## src/i2a_pkg.sv

```systemverilog
// i2a_pkg: constants and the digit glyph function for the integer to ascii converter
// no dependencies; used by integer_to_ascii_radix_converter_top
package i2a_pkg;

  localparam int unsigned VALUE_WIDTH_DEF = 32;

  localparam logic [4:0] RADIX_MIN = 5'd2;
  localparam logic [4:0] RADIX_MAX = 5'd16;

  localparam logic [7:0] ASCII_ZERO  = 8'h30;
  localparam logic [7:0] ASCII_UPPER = 8'h41;
  localparam logic [7:0] ASCII_MINUS = 8'h2D;

  // uppercase glyph for one digit 0..15
  function automatic logic [7:0] digit_glyph(input logic [3:0] digit);
    logic [7:0] ch;
    if (digit < 4'd10) begin
      ch = ASCII_ZERO + {4'd0, digit};
    end else begin
      ch = ASCII_UPPER + {4'd0, digit} - 8'd10;
    end
    return ch;
  endfunction

endpackage

```

## src/integer_to_ascii_radix_converter_top.sv

```systemverilog
// integer to ascii converter: bit-serial restoring divider, digit stack and emit sequencer
// timing: zero or a bad radix gives a single '0' beat the cycle after start (busy stays low); for
// other values the sign beat, if any, is registered as the last digit is pushed, then the digits follow
// busy stays high through division and emission, sign or not; the divider retires one quotient bit
// per cycle, and a new start is taken only while busy is low
// reset: asynchronous, clears the sequencer and the strobe; results cannot be stalled
module integer_to_ascii_radix_converter_top #(
  parameter int unsigned VALUE_WIDTH = i2a_pkg::VALUE_WIDTH_DEF
) (
  input  logic                   clk_i,
  input  logic                   rst_ni,
  input  logic                   start_i,
  output logic                   busy_o,
  input  logic [VALUE_WIDTH-1:0] value_bits_i,
  input  logic                   signed_mode_i,
  input  logic [4:0]             radix_i,
  output logic                   valid_o,
  output logic [7:0]             text_char_o,
  output logic                   last_char_o
);

  localparam int unsigned BitCntW = $clog2(VALUE_WIDTH);
  localparam int unsigned DigCntW = $clog2(VALUE_WIDTH + 1);

  typedef enum logic [1:0] {
    ST_IDLE,
    ST_DIV,
    ST_EMIT
  } state_e;

  state_e               state_q;
  logic [VALUE_WIDTH-1:0] dvd_q;
  logic [3:0]           rem_q;
  logic [4:0]           radix_q;
  logic                 neg_q;
  logic [BitCntW-1:0]   bit_cnt_q;
  logic [DigCntW-1:0]   dig_cnt_q;
  logic [3:0]           stk_q [VALUE_WIDTH];
  logic                 valid_q;
  logic [7:0]           char_q;
  logic                 last_q;

  logic                   accept;
  logic                   radix_ok;
  logic                   is_neg;
  logic [VALUE_WIDTH-1:0] mag;
  logic [4:0]             r_sh;
  logic                   q_bit;
  logic [3:0]             rem_d;
  logic [VALUE_WIDTH-1:0] dvd_d;
  logic                   digit_done;

  assign accept   = start_i && (state_q == ST_IDLE);
  assign radix_ok = radix_i inside {[i2a_pkg::RADIX_MIN:i2a_pkg::RADIX_MAX]};
  assign is_neg   = signed_mode_i && value_bits_i[VALUE_WIDTH-1];
  assign mag      = is_neg ? (~value_bits_i + {{(VALUE_WIDTH-1){1'b0}}, 1'b1}) : value_bits_i;

  // one restoring division step
  assign r_sh       = {rem_q, dvd_q[VALUE_WIDTH-1]};
  assign q_bit      = (r_sh >= radix_q);
  assign rem_d      = q_bit ? 4'(r_sh - radix_q) : r_sh[3:0];
  assign dvd_d      = {dvd_q[VALUE_WIDTH-2:0], q_bit};
  assign digit_done = (bit_cnt_q == BitCntW'(VALUE_WIDTH - 1));

  always_ff @(posedge clk_i or negedge rst_ni) begin
    if (!rst_ni) begin
      state_q   <= ST_IDLE;
      valid_q   <= 1'b0;
      bit_cnt_q <= '0;
      dig_cnt_q <= '0;
    end else begin
      valid_q <= 1'b0;
      case (state_q)
        ST_IDLE: begin
          if (accept) begin
            if (!radix_ok || (value_bits_i == '0)) begin
              valid_q <= 1'b1;
              char_q  <= i2a_pkg::ASCII_ZERO;
              last_q  <= 1'b1;
            end else begin
              dvd_q     <= mag;
              rem_q     <= 4'd0;
              radix_q   <= radix_i;
              neg_q     <= is_neg;
              bit_cnt_q <= '0;
              dig_cnt_q <= '0;
              state_q   <= ST_DIV;
            end
          end
        end
        ST_DIV: begin
          dvd_q <= dvd_d;
          if (digit_done) begin
            // push the finished digit onto the stack
            stk_q[0] <= rem_d;
            for (int i = 1; i < VALUE_WIDTH; i++) begin
              stk_q[i] <= stk_q[i-1];
            end
            dig_cnt_q <= dig_cnt_q + DigCntW'(1);
            rem_q     <= 4'd0;
            bit_cnt_q <= '0;
            if (dvd_d == '0) begin
              state_q <= ST_EMIT;
              if (neg_q) begin
                valid_q <= 1'b1;
                char_q  <= i2a_pkg::ASCII_MINUS;
                last_q  <= 1'b0;
              end
            end
          end else begin
            rem_q     <= rem_d;
            bit_cnt_q <= bit_cnt_q + BitCntW'(1);
          end
        end
        ST_EMIT: begin
          // pop most significant digit, one beat per cycle
          valid_q <= 1'b1;
          char_q  <= i2a_pkg::digit_glyph(stk_q[0]);
          last_q  <= (dig_cnt_q == DigCntW'(1));
          for (int i = 0; i < VALUE_WIDTH - 1; i++) begin
            stk_q[i] <= stk_q[i+1];
          end
          dig_cnt_q <= dig_cnt_q - DigCntW'(1);
          if (dig_cnt_q == DigCntW'(1)) begin
            state_q <= ST_IDLE;
          end
        end
        default: begin
          state_q <= ST_IDLE;
        end
      endcase
    end
  end

  assign busy_o      = (state_q != ST_IDLE);
  assign valid_o     = valid_q;
  assign text_char_o = char_q;
  assign last_char_o = last_q;

endmodule
```

## config.mk

```make
export PLATFORM = sky130hd
export DESIGN_NAME = integer_to_ascii_radix_converter_top
export DESIGN_NICKNAME = d
export VERILOG_FILES = /design/src/i2a_pkg.sv /design/src/integer_to_ascii_radix_converter_top.sv
export SDC_FILE = /design/constraint.sdc
export NUM_CORES = 1
export LEC_CHECK = 0
export ABC_AREA = 1
export BUFFER_PORTS_ARGS = -buffer_cell sky130_fd_sc_hd__buf_2
export CAP_MARGIN = 40
export CORE_UTILIZATION = 30
export CTS_BUF_LIST = sky130_fd_sc_hd__clkbuf_4
export CTS_CLUSTER_SIZE = 25
export DETAILED_ROUTE_END_ITERATION = 12
export HOLD_SLACK_MARGIN = 0.15
export PLACE_DENSITY = 0.5
export RECOVER_POWER = 25
export SLEW_MARGIN = 0
export SYNTH_ARGS = -nofsm -noshare
export SYNTH_HDL_FRONTEND = slang
export SYNTH_SLANG_ARGS = --single-unit
export TNS_END_PERCENT = 5
```

## constraint.sdc

```tcl
create_clock -name clk_i -period 14.5 [get_ports clk_i]
set_input_delay 0.725 -clock clk_i [delete_from_list [all_inputs] [get_ports clk_i]]
set_output_delay 0.725 -clock clk_i [all_outputs]
set_load 0.05 [all_outputs]
```

After elaboration in Yosys (flattened, before gate mapping)
Memories as Yosys holds them, arrays and structs flattened.
Cells that the tools add are included.
Widths: inputs -> output; s select.
{"block": "classes", "n_reduce_logical": 19, "n_eq_ne": 11, "n_addsub": 8, "order_cmp": 4, "n_bitwise": 33, "muxes": 78}
{"operator": "$mux 4", "count": 35}
{"operator": "$mux 32", "count": 3}
{"operator": "$logic_not 32->1", "count": 2}
{"operator": "$pmux 32 s2", "count": 1}
{"operator": "$mux 8", "count": 6}
{"operator": "$add 32x1->32 const B", "count": 1}
{"operator": "$not 32->32", "count": 1}
{"operator": "$or 1x1->1", "count": 31}
{"operator": "$pmux 8 s3", "count": 1}
{"operator": "$mux 6", "count": 3}
{"operator": "$pmux 6 s3", "count": 1}
{"operator": "$mux 1", "count": 15}
{"operator": "$mux 5", "count": 3}
{"operator": "$ne 2x2->1 const B", "count": 6}
{"operator": "$reduce_and 4->1", "count": 3}
{"operator": "$mux 2", "count": 5}
{"operator": "$pmux 5 s2", "count": 1}
{"operator": "$add 7x4->8 const A", "count": 1}
{"operator": "$pmux 4 s2", "count": 1}
{"operator": "$sub 8x4->8 const B", "count": 1}
{"operator": "$add 6x4->7 const A", "count": 1}
{"operator": "$reduce_and 7->1", "count": 1}
{"operator": "$add 6x1->6 const B", "count": 1}
{"operator": "$eq 6x1->1 const B", "count": 1}
{"operator": "22 further kinds", "count": 28}
{"block": "word_totals", "mem_count": 1, "in_bits": 41, "ram_bits": 128, "output_inout_bits": 11, "register_bits": 65, "elab_cells": 164}
{"memory": "stk_q", "words": 32, "width": 4, "read_ports": 32, "rd_clocked_by_memory_dff": 0, "wr": 32, "line": "integer_to_ascii_radix_converter_top.sv:38", "rtl": "logic [3:0] stk_q [VALUE_WIDTH];"}

Longest topological paths before layout
{"block": "depth", "ltp_word": 7, "mapped_depth": 12, "mapped_depth_nobuf": 12}

Least setup slack after synthesis
OpenSTA, ideal clock, no wires.
{"block": "synth_path", "kind": "flip-flop to flip-flop", "startpoint": "reg bit_cnt_q[0]", "endpoint": "mem stk_q[0][0] (enable)", "required_ns": 13.418, "stages_incl_launch_ff": 10, "arrival_ns": 3.556, "path_slack_ns": 9.862, "period_less_slack_ns": 4.638, "n_path_buf": 1, "cell_sequence": "dfrtp_1 -> ha_1 -> nand2_1 -> nor2_1 -> ha_1 -> nand2_1 -> nor2_4 -> inv_2 -> clkbuf_1 -> nand2_1"}
{"element": "from (decl)", "line": "integer_to_ascii_radix_converter_top.sv:36", "rtl": "logic [BitCntW-1:0] bit_cnt_q;"}
{"element": "from (signal assigned)", "line": "integer_to_ascii_radix_converter_top.sv:112", "rtl": "bit_cnt_q <= bit_cnt_q + BitCntW'(1);"}
{"element": "to (decl)", "line": "integer_to_ascii_radix_converter_top.sv:38"}

==> run metrics <==
failing checks capacitance limit, slew limit; clock buffer count from CTS 17; # setup viols final 0; combinational family with the most area after synthesis simple AND/OR/NAND/NOR gates; Clock Pin Slew Worst Setup and Hold Paths ~0.19 ns; IO Count 52; RSZ-0062 raised after global routing false; fin nets 1210; via count 7200; Critical Path RT roughly 15 ns; Fin Clk Skew 0.03294 ns; Layout Utilization 34.06%; worst path cell trace dlygate4sd3_1 -> clkbuf_1 -> inv_1 -> nor2_4 -> clkbuf_1 -> inv_2 -> nand2_4 -> buf_4 -> buf_16; min Tclk post-route 5.763 ns; MaxCap Viol Count 4; vias in the first global route 6971; DR pass1 iterations 5; fin. max-slew vios about 210; pre-CTS setup slack 10.72 ns; clock buffer depth 2; hpwl dp 13350 microns; slowest stage cell, crit path clkbuf_1; Tightest Hold Check Type input pin to flop; Yosys top cell area share 54.43%; commonest non-fill, non-tap cell in the layout nand2_1; largest net degree at the start of global routing 69; XOR/XNOR Fraction of Synth Area 0.5351%; Overall Power 1.556 mW; Fin. Hold Viols 0; Initial Util a little under a third; total setup buffers inserted after CTS 0; post-synthesis compound-gate area fraction 5.963%; Die Width 182.9 microns; CP peak stage delay about 1.7 ns; Fmax achieved 173.5 MHz; Worst EP arrival 6.03 ns; Core Region 31880 sq um; static leakage 4.507 nW; Yosys Warn Count 0; synthesis-to-layout area growth 10.57%; critical path fanouts, max 66; Syn Nets 1173; Congestion Overflow GR 0; first-pass GRT wire length 34150 microns; routed wire length 19950 microns; fill count 3456; CP Launch Type input pin; routability cong. slightly above 0.8; #FFs+latches synth 192; post-synthesis cell type count 38; Tightest Pin Transition 2.921 ns; final antenna-violating net count 0; most frequent cells in the layout nand2_1 (459), edfxtp_1 (178), inv_1 (88); layout cells sized above 1 between 9 and 10%; mux cell area share after synthesis 0%; Synth area leaders edfxtp_1 (54%), nand2_1 (18%), dfrtp_1 (3.6%); Top FF cell, synth edfxtp_1; post-synthesis adder-cell area fraction 2.242%; period utilization a little under 40%; Power Density 143.3 nW/um^2; DRT iter0 DRCs 587; clk sink count 192; number of synthesized flops with an enable pin roughly 180; CP Class input pin to flop; Syn Inst Count 1115; setup ws final 8.737 ns; ys async rst share 7.292%; routed len/inst between 10 and 15 microns; IO buf count 50; Row Count 65; GRT Overall Usage 12.56%; CP bufs+invs 7; Synth Area in Simple Gates 27.83%; chip height between 150 and 200 microns; mean area per synthesized cell 8.808 sq um; outcome complete, but fails checks; total negative slack 0 ns; initial antenna violation count 1; Die Area 33460 sq um; Slew headroom -94.71%; H-tree Lvls 4; DR vias/cell 4.497; crit-path most repeated cell clkbuf_1; CTS root buffer clkbuf_4; maximum VDD drop ~0.067 mV; CTS tree built; clk_lat worst skew about 0.60 ns; nature of the critical path endpoint flop; Seq/Total Area, Yosys between 50 and 60%; leading area contributor after synthesis edfxtp_1; CP delay by family, top buffers and inverters; Syn Std Cell Area 9821 sq um; DRC 0
-- routing by layer --
layer	part of all wire (%)	vias to the layer above	track usage, %
met2	45	82	19.95
li1	-	3741	-
met1	52	3361	17.73
met5	0	-	0
met3	2.3	16	2.105
met4	1.1	0	3.200
-- Yosys cell counts, drive strengths merged (2+ instances only) --
library cell	number
edfxtp	178
buf	18
nor3	5
xor2	6
a21oi	17
nand3b	4
nor4	2
o21bai	2
a31oi	3
dfrtp	14
nand4	11
nor2	96
inv	91
clkbuf	23
nand3	68
nand2	467
o21ai	82
ha	16
or2	2
o211ai	4
-- cells by family (layout without fill, tap and decap cells) --
logic type	Yosys count	in the layout
and+or+nand+nor	655	655
DFF	192	192
buffers and inverters	133	183
AOI/OAI and AO/OA	111	111
adders and majority gates	17	17
xor gates and xnor gates	6	6
other	1	2
-- power breakdown --
group	internal [mW]	switching (mW)	total, mW
Combinational	0.129	0.316	0.445
Sequential	0.743	0.0473	0.790
Clock	0.0895	0.231	0.321
-- final cells by class --
cell class / instances / area (sq um) / share of cell area [%]
Multi-Input combinational cell: 790 / 3592 / 33.08
Timing Repair Buffer: 59 / 335.3 / 3.088
Inverter: 92 / 345.3 / 3.180
Tap cell: 435 / 544.3 / 5.012
Antenna cell: 1 / 2.502 / 0.02304
Sequential cell: 192 / 5695 / 52.45
Clock inverter: 15 / 216.5 / 1.993
Clock buffer: 17 / 127.6 / 1.175
-- repair_timing --
item	CTS	global route
hold buffers	1	0
gates resized for setup	0	0
endpoints found under the hold margin	14	0
endpoints found under the setup margin	0	0
-- final timing paths --
path / start / end / slack [ns] / cells past startpoint
setup / recovery: rst_ni / stk_q[11][7] / 8.74 / 9
hold / removal: radix_i[3] / radix_q[3] / 0.35 / 1
setup reg to reg: bit_cnt_q[0] / stk_q[11][7] / 9.21 / 11
hold reg to reg: stk_q[15][2] / stk_q[15][6] / 0.47 / 0
max in group asynchronous: rst_ni / state_q[0] / 13.26 / 2
min in group asynchronous: rst_ni / dig_cnt_q[2] / 0.72 / 2
-- metrics by stage --
step	area, sq um	hold slack [ns]	std cells
6_report	10860	0.3520	1601
4_1_cts	10910	0.2661	1600
2_1_floorplan	9821	0.4268	1115
5_1_grt	10860	0.2964	1601
3_5_place_dp	10550	0.4319	1567
3_3_place_gp	10490	0.4350	1564
-- registers in the layout, summed over array words and instances (netlist names) --
signal / count
stk_q: 128
dvd_q: 32
text_char_o: 7
dig_cnt_q: 6
bit_cnt_q: 5
radix_q: 5
rem_q: 4
state_q: 2
last_char_o: 1
neg_q: 1
valid_o: 1
Note: power is estimated with default switching activity, not from simulation.
